**src/lstd_pkg.sv**
```systemverilog
// Shared types, constants and the CRC-16/CCITT byte update for the telegram deframer.
// No dependencies.
`default_nettype none

package lstd_pkg;

	localparam int MAX_FRAME_BYTES_DEF = 4096;

	localparam int BYTE_W   = 8;
	localparam int RANGE_W  = 13;
	localparam int INDEX_W  = 11;
	localparam int STATUS_W = 3;

	localparam int HDR_ZEROS  = 6;
	localparam int POS_LEN_HI = 6;
	localparam int POS_LEN_LO = 7;
	localparam int POS_BODY   = 8;
	localparam int POS_TYPE_A = 20;
	localparam int POS_TYPE_B = 21;
	localparam int POS_DATA   = 24;
	localparam int MIN_FRAME  = 22;
	localparam int TRAILER    = 4;

	localparam logic [7:0] TYPE_SCAN      = 8'hBB;
	localparam logic [7:0] TYPE_IO        = 8'hAA;
	localparam logic [7:0] TYPE_REFLECTOR = 8'hCC;

	localparam logic [15:0] CRC_INIT = 16'hFFFF;
	localparam logic [15:0] CRC_POLY = 16'h1021;

	typedef enum logic [STATUS_W-1:0] {
		ST_OK        = 3'd0,
		ST_CRC       = 3'd1,
		ST_MISMATCH  = 3'd2,
		ST_IO        = 3'd3,
		ST_REFLECTOR = 3'd4,
		ST_UNKNOWN   = 3'd5,
		ST_LENGTH    = 3'd6
	} frame_status_t;

	typedef struct packed {
		logic init;
		logic step;
	} crc_ctl_t;

	function automatic logic [15:0] crc_byte(input logic [15:0] crc, input logic [7:0] b);
		logic [15:0] c;
		c = crc ^ {b, 8'h00};
		for (int k = 0; k < 8; k++) begin
			if (c[15])
				c = {c[14:0], 1'b0} ^ CRC_POLY;
			else
				c = {c[14:0], 1'b0};
		end
		return c;
	endfunction

	// CRC after the two zero bytes at offsets 4 and 5
	localparam logic [15:0] CRC_HDR = crc_byte(crc_byte(CRC_INIT, 8'h00), 8'h00);

endpackage

`default_nettype wire

```
**src/lstd_crc.sv**
```systemverilog
// CRC-16/CCITT accumulator, one byte per cycle while ctl.step is set, with header preload.
// Depends on lstd_pkg.
`default_nettype none

module lstd_crc
	import lstd_pkg::*;
(
	input  wire logic              clk,
	input  wire logic              arst_n,
	input  wire crc_ctl_t          ctl,
	input  wire logic [BYTE_W-1:0] data,
	output logic [15:0]            crc
);

	logic [15:0] crc_q;

	always_ff @(posedge clk or negedge arst_n) begin
		if (!arst_n) begin
			crc_q <= CRC_INIT;
		end else if (ctl.init) begin
			crc_q <= CRC_HDR;
		end else if (ctl.step) begin
			crc_q <= crc_byte(crc_q, data);
		end
	end

	assign crc = crc_q;

endmodule

`default_nettype wire

```
**config.mk**
```make
export PLATFORM = sky130hd
export DESIGN_NAME = lstd_crc
export DESIGN_NICKNAME = d
export VERILOG_FILES = /design/src/lstd_pkg.sv /design/src/lstd_crc.sv
export SDC_FILE = /design/constraint.sdc
export NUM_CORES = 1
export LEC_CHECK = 0
export BUFFER_PORTS_ARGS = -buffer_cell sky130_fd_sc_hd__buf_2
export CAP_MARGIN = 20
export CELL_PAD_IN_SITES_DETAIL_PLACEMENT = 0
export CELL_PAD_IN_SITES_GLOBAL_PLACEMENT = 1
export CORE_ASPECT_RATIO = 1.1
export CORE_UTILIZATION = 35
export CTS_CLUSTER_DIAMETER = 40
export DETAILED_ROUTE_END_ITERATION = 6
export PLACE_DENSITY_LB_ADDON = 0.15
export SLEW_MARGIN = 0
export SYNTH_ARGS = -nofsm -noshare
export SYNTH_HDL_FRONTEND = slang
export SYNTH_SLANG_ARGS = --single-unit
```
**constraint.sdc**
```tcl
create_clock -name clk -period 1.3 [get_ports clk]
set_input_delay 0.13 -clock clk [delete_from_list [all_inputs] [get_ports clk]]
set_output_delay 0.13 -clock clk [all_outputs]
set_load 0.02 [all_outputs]
```
[Word level (Yosys, flattened, before mapping)]
Index checks and enable logic that the tools add are counted.
Operators by class
  mux-type cells: 24
  bitwise gates (word level): 9
  reduce and logical (&&, ||, !) cells: 1
Operator list (count)
  16-bit two-way mux: 16
  13-bit two-way mux: 8
  3-bit NOT: 8
  16-bit XOR: 1
  2-bit nonzero test: 1
Word-level totals
  flip-flop bits (word level): 16
  input bits: 12
  output and inout port bits: 16

[Depth between registers and ports, before layout]
Gate-level depths: netlist (run 1).
  depth after elaboration: 33
  gate-level depth with buffers: 6
  depth with buffers taken out: 4

[Worst setup path before layout (run 1)]
Ideal clock, no wire load.
  path type: register to register
  start point: register crc_q[11] (netlist: crc[11])
  end point: register crc_q[15] (netlist: crc[15])
  setup time: 0.073 ns
  data arrival time: 1.307 ns
  data required time: 1.227 ns
  slack: -0.080 ns
  cell stages (with the launch flop): 5
  period minus slack after synthesis: 1.380 ns
  path through: dfstp_2 xnor2_1 xnor2_1 or3_1 a21oi_1
Between the ends
  word-level cells in the longest chain between the ends: 20
RTL lines
  from (decl): RTL line lstd_crc.sv:15  | logic [15:0] crc_q;
  from (signal assigned): RTL line lstd_crc.sv:23  | crc_q <= crc_byte(crc_q, data);
  16-bit XOR (*): RTL line lstd_pkg.sv:48  | c = crc ^ {b, 8'h00};
  3-bit NOT (no line)
  13-bit two-way mux (*): RTL line lstd_pkg.sv:50  | if (c[15])
  16-bit two-way mux (*): RTL line lstd_crc.sv:22  | end else if (ctl.step) begin
  16-bit two-way mux (*): RTL line lstd_crc.sv:20  | end else if (ctl.init) begin
  16-bit two-way mux (*): RTL line lstd_crc.sv:22
  16-bit two-way mux (*): RTL line lstd_crc.sv:20
  16-bit two-way mux (*): RTL line lstd_crc.sv:22
  (+4 left out)
  16-bit two-way mux (*): RTL line lstd_crc.sv:22
  16-bit two-way mux (*): RTL line lstd_crc.sv:20
  16-bit two-way mux (*): RTL line lstd_crc.sv:22
  16-bit two-way mux (*): RTL line lstd_crc.sv:20
  16-bit two-way mux (*): RTL line lstd_crc.sv:22
  16-bit two-way mux (*): RTL line lstd_crc.sv:20
  16-bit two-way mux (*): RTL line lstd_crc.sv:22
  16-bit two-way mux (*): RTL line lstd_crc.sv:20
Every way passes the cells marked *; elsewhere a longest branch is shown, timed or not. The select of a mux whose other input is x is not followed.
A chain may end at the register's enable or synchronous reset.

[Worst setup path in the final report (run 1)]
  start point: register crc_q[9] (netlist: crc[9])
  end point: register crc_q[13] (netlist: crc[13])
Between the ends
  word-level cells in the longest chain between the ends: 22
RTL lines (RTL line)
  16-bit XOR (*): lstd_pkg.sv:48
  13-bit two-way mux (*): lstd_pkg.sv:50
  16-bit two-way mux (*): lstd_crc.sv:22
  16-bit two-way mux (*): lstd_crc.sv:20
  13-bit two-way mux (*): lstd_pkg.sv:50
  16-bit two-way mux (*): lstd_crc.sv:22
  16-bit two-way mux (*): lstd_crc.sv:20
  3-bit NOT (no line)
  (+6 left out)
  16-bit two-way mux (*): lstd_crc.sv:20
  16-bit two-way mux (*): lstd_crc.sv:22
  16-bit two-way mux (*): lstd_crc.sv:20
  13-bit two-way mux (*): lstd_pkg.sv:50
  16-bit two-way mux (*): lstd_crc.sv:22
  16-bit two-way mux (*): lstd_crc.sv:20
  16-bit two-way mux (*): lstd_crc.sv:22
  16-bit two-way mux (*): lstd_crc.sv:20
Marked as above.

==> out/metrics.yaml, run 1 <==
status: "finished with violations"
violations: "setup timing"
drt_iter0_drc: 5
nFillCells: 241
chipWidth_um: 52.3
syn_area_um2: 973
rows: 19
tightest_slew_ns: 0.450
via_per_inst: 4.69
final_common_cell: "buf_2"
track_usage: 0.152
grt_max_degree: 18
path_buf_inv: 0
grt-ovfl-total: 0
pre_cts_slack_ns: -0.0505
final_hold_viol_count: 0
portBuffers: 27
first_global_vias: 742
final_nets: 136
netlist_instances: 84
end_kind: "register"
htree_levels: 1
power_density_nw_per_um2: 1540
post-route-period-util: 1.05
num_vias: 717
syn_nets: 96
worstPathArrival_ns: 1.58
leakagePower_nw: 0.590
clkSlewWorstSetupHoldPaths_ns: 0.09
initial_core_util: 0.379
power_mw: 2.13
antenna_left: 0
post-route-min-period_ns: 1.36
core_area_um2: 2570
utilization: 0.538
critPathMaxFanout: 2
drt_pre_antenna_iters: 4
antenna_found_initial: 0
slew_violations: 0
cts_tree: "yes"
path_class: "register to register"
fmax_ghz: 0.733
wl_per_cell_um: 13.1
post-route-worst-setup-slack_ns: -0.0641
clk-insertion-delay-late_ns: 0.28
synth_cell_type_count: 17
grt_pass1_wl_um: 3350
numCtsBuffers: 3
cap_violations: 0
final_layout_size_suffix_gt1_frac: 0.656
ir_drop_mv: 0.786
crit_required_ns: 1.52
ys_ff_latch: 16
dieArea_um2: 3000
crit_chain: "xnor2_4 -> xnor2_2 -> or3_1 -> a21oi_2"
root_buffer: "clkbuf_4"
dp_hpwl_um: 1440
clock_skew_ns: 0.00237
area_growth_syn_to_layout_pct: 42.0
gp_congestion: 0.663
critPathMaxStageDelay_ns: 0.59
slew_headroom: 0.699
largest_reg_flops: 16
setup_violations: 7
ys_seq_area_frac: 0.432
yosys_warnings: 0
drc_errors: 0
clockBufferDepth: 2
num_antenna_cells: 0
worstHoldPathType: "input pin to async pin"
wirelength_um: 2000
avgSynthCellArea_um2: 11.6
cp-start-kind: "register"
cts_sinks: 16
die_h_um: 57.3
pin_count: 28
crit_slowest_cell: "dfstp_2"
path_delay_family: "flip-flops"
final_cell_mix: "buf_2 (23), dfstp_2 (16), buf_4 (15)"
rsz0062_at_grt: "true"
[cell usage after synthesis]
cell type,instances,area share
xnor2_1,14,0.13
inv_1,1,0.0039
or3_1,3,0.019
a211oi_2,3,0.039
xnor2_2,9,0.15
a21oi_1,5,0.026
a211o_1,5,0.045
a211oi_1,1,0.0077
a211o_2,1,0.010
buf_2,3,0.015
buf_4,1,0.0077
xor2_1,4,0.036
dfstp_2,16,0.43
clkbuf_1,1,0.0039
nor2_1,11,0.042
o21ai_0,5,0.026
mux2i_1,1,0.010
[per-layer routing]
metal	global-route usage	wire (um)	vias to the layer above
met5	0	0	-
met4	0.0677	19	0
met3	0.0240	63	2
met2	0.230	948	16
met1	0.213	965	342
li1	-	-	357
[final cells by class]
class                           instances  area (um^2)  share of cell area
Sequential cell                        16          420               0.304
Inverter                                1         3.75             0.00271
Clock buffer                            3         22.5              0.0163
Multi-Input combinational cell         62          647               0.468
Timing Repair Buffer                   40          250               0.181
Tap cell                               31         38.8              0.0281
[repair_timing]
item,CTS,global route
endpoints found under the setup margin,10,17
gates resized for setup,2,15
setup buffers,2,0
pin swaps,6,14
hold buffers,0,0
gates cloned,0,0
[where the power goes]
| part | internal, mW | switching (mW) | leakage [nW] | total [mW] |
|---|---|---|---|---|
| Sequential | 0.646 | 0.105 | 0.168 | 0.750 |
| Clock | 0.107 | 0.151 | 0.0138 | 0.258 |
| Combinational | 0.609 | 0.513 | 0.409 | 1.12 |
| Total | 1.36 | 0.768 | 0.590 | 2.13 |
[per-stage QoR]
step / area [um^2] / hold WS (ns) / cells / TNS [ns]
after floorplan: 1020 / -0.0178 / 84 / -0.200
after CTS: 1300 / 0.0400 / 153 / -0.198
after detailed placement: 1250 / 0.351 / 148 / -0.112
after global placement: 1250 / 0.362 / 148 / -0.0689
final: 1380 / 0.0214 / 153 / -0.193
after global routing: 1380 / 0.0619 / 153 / -0.923
[logic make-up (layout without fill, tap and decap cells)]
| kind of cell | after synthesis | count (layout) | synth area share |
|---|---|---|---|
| AOI/OAI and AO/OA | 20 | 20 | 0.153 |
| and+or+nand+nor | 14 | 14 | 0.0617 |
| muxes | 1 | 1 | 0.0103 |
| buffers and inverters | 6 | 44 | 0.0308 |
| xor gates and xnor gates | 27 | 27 | 0.312 |
| DFF | 16 | 16 | 0.432 |
[path summary, 6_finish.rpt]
| kind | to | cells after the start | slack [ns] | start |
|---|---|---|---|---|
| max | crc[13] | 4 | -0.06 | crc[9] |
| min | crc[15] | 1 | 0.02 | arst_n |
| max reg2reg | crc[13] | 4 | -0.06 | crc[9] |
| min reg2reg | crc[4] | 2 | 0.55 | crc[4] |
| max in group asynchronous | crc[4] | 1 | 1.25 | arst_n |
| min in group clk | crc[6] | 3 | 0.19 | ctl[0] |
[worst reg2reg max path, delay by kind of cell, from the launching register on]
kind | cells | cell delay [ns]
simple gates | 1 | 0.33
compound gates | 1 | 0.14
xor+xnor | 2 | 0.25
flops | 1 | 0.59
Power figures use the tool's default switching activity.
==> inputs of run 2 (changes only) <==
CORE_MARGIN = 4   (was not set)
==> out/metrics.yaml, run 2 (same netlist as run 1, synthesis figures left out) <==
chipWidth_um: 58.3  # was 52.3 um
critPathMaxStageDelay_ns: 0.60  # was 0.59 ns
power_mw: 2.21  # was 2.13 mW
htree_levels: 1  # unchanged
gp_congestion: 0.679  # was 0.663
whs_ns: 0.0270  # was 0.0214 ns
power_density_nw_per_um2: 1580  # was 1540 nW/um^2
cap_violations: 0  # unchanged
grt-ovfl-total: 0  # unchanged
wl_met2_um: 1020  # was 948 um
via_per_inst: 4.65  # was 4.69
final_hold_viol_count: 0  # unchanged
track_usage: 0.124  # was 0.152
dp_hpwl_um: 1470  # was 1440 um
root_buffer: "clkbuf_4"  # unchanged
tightest_slew_ns: 0.559  # was 0.450 ns
crit_required_ns: 1.52  # about the same
num_antenna_cells: 0  # unchanged
post-route-min-period_ns: 1.37  # was 1.36 ns
clock_skew_ns: 0.000556  # was 0.00237 ns
crit_chain: "xnor2_4 -> xnor2_1 -> or3_1 -> a21oi_2"  # was xnor2_4 -> xnor2_2 -> or3_1 -> a21oi_2
cts_sinks: 16  # unchanged
cts_tree: "yes"  # unchanged
top_layer: "met4"  # unchanged
cts_hold_buf: 0  # unchanged
fin_setup_tns_ns: -0.279  # was -0.193 ns
drt_iter0_drc: 19  # was 5
numCtsBuffers: 3  # unchanged
final_layout_size_suffix_gt1_frac: 0.645  # was 0.656
utilization: 0.541  # was 0.538
cp-start-kind: "register"  # unchanged
rrSetupSlack_ns: -0.07  # was -0.06 ns
clkSlewWorstSetupHoldPaths_ns: 0.10  # was 0.09 ns
dr_wl_met3_um: 112  # was 63 um
violations: "setup timing"  # unchanged
dieArea_um2: 3690  # was 3000 um^2
slew_violations: 0  # unchanged
worstHoldPathType: "input pin to async pin"  # unchanged
post-route-worst-setup-slack_ns: -0.0725  # was -0.0641 ns
slew_headroom: 0.627  # was 0.699
worstPathArrival_ns: 1.59  # was 1.58 ns
path_class: "register to register"  # unchanged
final_cell_mix: "buf_2 (22), buf_4 (17), dfstp_2 (16)"  # was buf_2 (23), dfstp_2 (16), buf_4 (15)
leakagePower_nw: 0.600  # was 0.590 nW
rsz0062_at_grt: "true"  # unchanged
num_vias: 721  # was 717
portBuffers: 27  # unchanged
first_global_vias: 783  # was 742
fin_cells: 155  # was 153
crit_slowest_cell: "dfstp_2"  # unchanged
core_area_um2: 2590  # was 2570 um^2
wl_per_cell_um: 13.2  # was 13.1 um
final_nets: 137  # was 136
antenna_found_initial: 0  # unchanged
drc_errors: 0  # unchanged
wl_met1_um: 890  # was 965 um
rows: 19  # unchanged
clockBufferDepth: 2  # unchanged
die_h_um: 63.3  # was 57.3 um
drt_pre_antenna_iters: 4  # unchanged
wirelength_um: 2040  # was 2000 um
pre_cts_slack_ns: -0.0340  # was -0.0505 ns
largest_reg_flops: 16  # unchanged
dpl_cell_area_um2: 1260  # was 1250 um^2
status: "finished with violations"  # unchanged
post-route-period-util: 1.06  # was 1.05
critPathMaxFanout: 2  # unchanged
setup_violations: 7  # unchanged
fmax_ghz: 0.729  # was 0.733 GHz
clk-insertion-delay-late_ns: 0.28  # about the same
fin_area_um2: 1400  # was 1380 um^2
ir_drop_mv: 0.814  # was 0.786 mV
antenna_left: 0  # unchanged
area_growth_syn_to_layout_pct: 44.1  # was 42.0%
grt_max_degree: 21  # was 18
dp.cells: 149  # was 148
end_kind: "register"  # unchanged
grt_pass1_wl_um: 3600  # was 3350 um
final_common_cell: "buf_2"  # unchanged
pin_count: 28  # unchanged
initial_core_util: 0.376  # was 0.379
## run 2: what timing repair did
action / in CTS / in global routing
pin swaps: 5 / 14
resized for setup: 1 / 14
endpoints found under the setup margin: 8 / 16
setup buffers: 1 / 1
gates cloned: 0 / 0
hold endpoints to repair: 0 / 0
## run 2: routing by layer
layer  global-route usage  vias to the layer above
met2                0.200                       17
met1                0.165                      340
met5                    0                        -
met3               0.0224                        2
met4               0.0435                        0
li1                     -                      362
## run 2: final cells by class
| type | instances | area [um^2] |
|---|---|---|
| repair buffers | 41 | 260 |
| fillers | 257 | 1190 |
| multi-input cells | 62 | 643 |
| inverters | 1 | 3.75 |
| flip-flops and latches | 16 | 420 |
| clock buffers | 4 | 36.3 |
| well taps | 31 | 38.8 |
## run 2: critical path: cells and delay by family, from the launching register on
| kind | cells | cell delay [ns] |
|---|---|---|
| AOI/OAI and AO/OA | 1 | 0.12 |
| xor gates and xnor gates | 2 | 0.27 |
| DFF | 1 | 0.60 |
| and+or+nand+nor | 1 | 0.33 |
## run 2: worst paths after layout
kind,start,to,depth (start not counted)
max reg2reg,crc[11],crc[15],4
min in group clk,ctl[0],crc[5],3
max in group asynchronous,arst_n,crc[3],1
min,arst_n,crc[5],1
min reg2reg,crc[4],crc[4],2
max,crc[11],crc[15],4
## run 2: where the power goes
group	switching, mW	internal (mW)	leakage [nW]
combinational	0.512	0.620	0.411
clock	0.158	0.170	0.0210
sequential	0.107	0.646	0.168
total	0.776	1.44	0.600
==> inputs of run 3 (changes only) <==
ABC_AREA = 1   (was not set)
CORE_UTILIZATION = 32   (was 35)
==> out/metrics.yaml, run 3 <==
portBuffers: 27  # unchanged
gp_congestion: 0.780  # was 0.679
regToRegStartpoint: "crc[12]"  # was crc[11]
regArea_um2: 420  # unchanged
post-route-period-util: 0.934  # was 1.06
drt_pre_antenna_iters: 4  # unchanged
netlist_instances: 156  # was 84
drc_errors: 0  # unchanged
dp_hpwl_um: 2010  # was 1470 um
root_buffer: "clkbuf_4"  # unchanged
yosysTopAreaCell: "dfstp_2"  # unchanged
grt_pass1_wl_um: 4300  # was 3600 um
htree_levels: 1  # unchanged
cts_sinks: 16  # unchanged
clock_skew_ns: 0.00308  # was 0.000556 ns
end_kind: "register"  # unchanged
dr_wl_met3_um: 128  # was 112 um
dieArea_um2: 4270  # was 3690 um^2
post-route-min-period_ns: 1.21  # was 1.37 ns
via_per_inst: 4.58  # was 4.65
final_hold_viol_count: 0  # unchanged
yosys_warnings: 0  # unchanged
worstPathArrival_ns: 1.44  # was 1.59 ns
worstRegToRegCells: 9  # was 4
fin_setup_tns_ns: 0  # was -0.279 ns
rrSetupSlack_ns: 0.09  # was -0.07 ns
final_common_cell: "nand2_1"  # was buf_2
avgSynthCellArea_um2: 6.74  # was 11.6 um^2
final_cell_mix: "nand2_1 (63), buf_2 (27), inv_1 (25)"  # was buf_2 (22), buf_4 (17), dfstp_2 (16)
cts_setup_buffers: 0  # was 1
final_nets: 203  # was 137
wl_met1_um: 1130  # was 890 um
top_layer: "met4"  # unchanged
core_area_um2: 3100  # was 2590 um^2
power_density_nw_per_um2: 1180  # was 1580 nW/um^2
final_layout_size_suffix_gt1_frac: 0.358  # was 0.645
antenna_left: 0  # unchanged
rows: 21  # was 19
chipWidth_um: 62.6  # was 58.3 um
wirelength_um: 2600  # was 2040 um
slew_headroom: 0.757  # was 0.627
area_growth_syn_to_layout_pct: 24.8  # was 44.1%
nFillCells: 337  # was 257
synthArstFlopShare: 1.00  # unchanged
grt-ovfl-total: 0  # unchanged
yosysMostFrequentCell: "nand2_1"  # was dfstp_2
drt_iter0_drc: 29  # was 19
clockBufferDepth: 2  # unchanged
synth_edf_count: 0  # unchanged
yosys-top-cells-area: "dfstp_2 (40%), nand2_1 (26%), inv_1 (9.3%)"  # was dfstp_2 (43%), xnor2_2 (15%), xnor2_1 (13%)
crit_slowest_cell: "dfstp_2"  # unchanged
cap_violations: 0  # unchanged
worstHoldPathType: "input pin to async pin"  # unchanged
synth_cell_type_count: 17  # unchanged
leakagePower_nw: 0.728  # was 0.600 nW
fmax_ghz: 0.824  # was 0.729 GHz
syn_nets: 168  # was 96
crit_chain: "inv_1 -> nand2_1 -> nand2_2 -> nand2_1 -> nand2_1 -> nand2_1 -> nand2_1 -> nand2_1 -> nand2_1"  # was xnor2_4 -> xnor2_1 -> or3_1 -> a21oi_2
path_class: "register to register"  # unchanged
synth_ff_type: "dfstp_2"  # unchanged
ys_ff_latch: 16  # unchanged
ir_drop_mv: 0.547  # was 0.814 mV
clkSlewWorstSetupHoldPaths_ns: 0.10  # about the same
synth_commonest_cells: "nand2_1 (72), inv_1 (26), nand3_1 (17), dfstp_2 (16), nor2_1 (6)"  # was dfstp_2 (16), xnor2_1 (14), nor2_1 (11), xnor2_2 (9)
num_vias: 1027  # was 721
wl_met2_um: 1320  # was 1020 um
cp-start-kind: "register"  # unchanged
crit_required_ns: 1.52  # about the same
power_mw: 1.54  # was 2.21 mW
ys_seq_area_frac: 0.400  # was 0.432
status: "completed"  # was finished with violations
rsz0062_at_grt: "false"  # was true
syn_area_um2: 1050  # was 973 um^2
first_global_vias: 969  # was 783
num_antenna_cells: 0  # unchanged
grt_max_degree: 17  # was 21
largest_reg_flops: 16  # unchanged
utilization: 0.423  # was 0.541
slew_violations: 0  # unchanged
r2r_end: "crc[12]"  # was crc[15]
multiInputGateArea_um2: 549  # was 643 um^2
cp_common_cell: "nand2_1"
critPathMaxStageDelay_ns: 0.57  # was 0.60 ns
tightest_slew_ns: 0.365  # was 0.559 ns
clk-insertion-delay-late_ns: 0.28  # about the same
wl_per_cell_um: 11.6  # was 13.2 um
yosysTopAreaCellShare: 0.400  # was 0.432
setup_violations: 0  # was 7
antenna_found_initial: 0  # unchanged
die_h_um: 68.1  # was 63.3 um
cts_tree: "yes"  # unchanged
critPathMaxFanout: 5  # was 2
pin_count: 28  # unchanged
track_usage: 0.129  # was 0.124
numCtsBuffers: 3  # unchanged
initial_core_util: 0.339  # was 0.376
==> run 3: cell types whose count changed in the layout (fill, tap and decap cells not counted), moves of 5 or more <==
| cell | delta |
|---|---|
| buf_4 | -13 |
| xnor2_2 | -6 |
| nand2_1 | +63 |
| nor2_1 | -5 |
| xnor2_1 | -8 |
| nand3_1 | +17 |
| a211o_1 | -5 |
| nand2_2 | +11 |
| o21ai_0 | -5 |
| buf_2 | +5 |
| inv_1 | +24 |
| xnor2_4 | -7 |
==> run 3: how the worst max path moves through the flow <==
stage / start / cells past startpoint / end
2_1_floorplan: crc[15] / 9 / crc[8]
3_3_place_gp: crc[15] / 7 / crc[3]
3_5_place_dp: crc[15] / 9 / crc[8]
4_1_cts: crc[15] / 9 / crc[8]
5_1_grt: crc[15] / 8 / crc[15]
6_report: crc[12] / 9 / crc[12]
==> run 3: kinds of logic (layout without fill, tap and decap cells) <==
kind of cell	after synthesis	in the layout	share of synthesized area
AOI/OAI and AO/OA	10	10	0.0607
xor gates and xnor gates	5	5	0.0560
buffers and inverters	27	61	0.106
DFF	16	16	0.400
and+or+nand+nor	98	98	0.377
==> run 3: final cells by class <==
cell class	count	share of cell area
Timing Repair Buffer	31	0.126
Multi-Input combinational cell	113	0.419
Tap cell	34	0.0324
Inverter	26	0.0744
Sequential cell	16	0.321
Clock buffer	4	0.0277
==> run 3: critical path: cells and delay by family (launching register included) <==
kind	cells	cell delay, ns
and+or+nand+nor	8	0.53
DFF	1	0.57
buffers and inverters	1	0.05
==> run 3: report_power, final <==
part / total (mW) / switching (mW) / internal (mW)
clock network: 0.332 / 0.161 / 0.170
logic: 0.551 / 0.350 / 0.201
registers: 0.660 / 0.0609 / 0.599
total: 1.54 / 0.572 / 0.971
==> run 3: routing by layer <==
| layer | up-vias | global-route usage |
|---|---|---|
| met5 | - | 0 |
| met4 | 0 | 0.0496 |
| met3 | 2 | 0.0213 |
| met2 | 22 | 0.250 |
| met1 | 460 | 0.143 |
| li1 | 543 | - |
==> run 3: per-stage QoR <==
step	setup slack (ns)	area [um^2]	hold WS, ns	cells
after detailed placement	0.0489	1240	0.368	220
after floorplan	0.0621	1050	-0.0178	156
final	0.0864	1310	0.0226	224
after CTS	0.0271	1280	0.0431	224
after global placement	0.0459	1240	0.367	220
after global routing	0.00319	1310	0.0574	224
==> run 3: timing repair <==
item	4_1_cts	5_1_grt
resized for setup	0	11
endpoints found under the hold margin	0	0
hold buffers	0	0
setup endpoints to repair	0	7
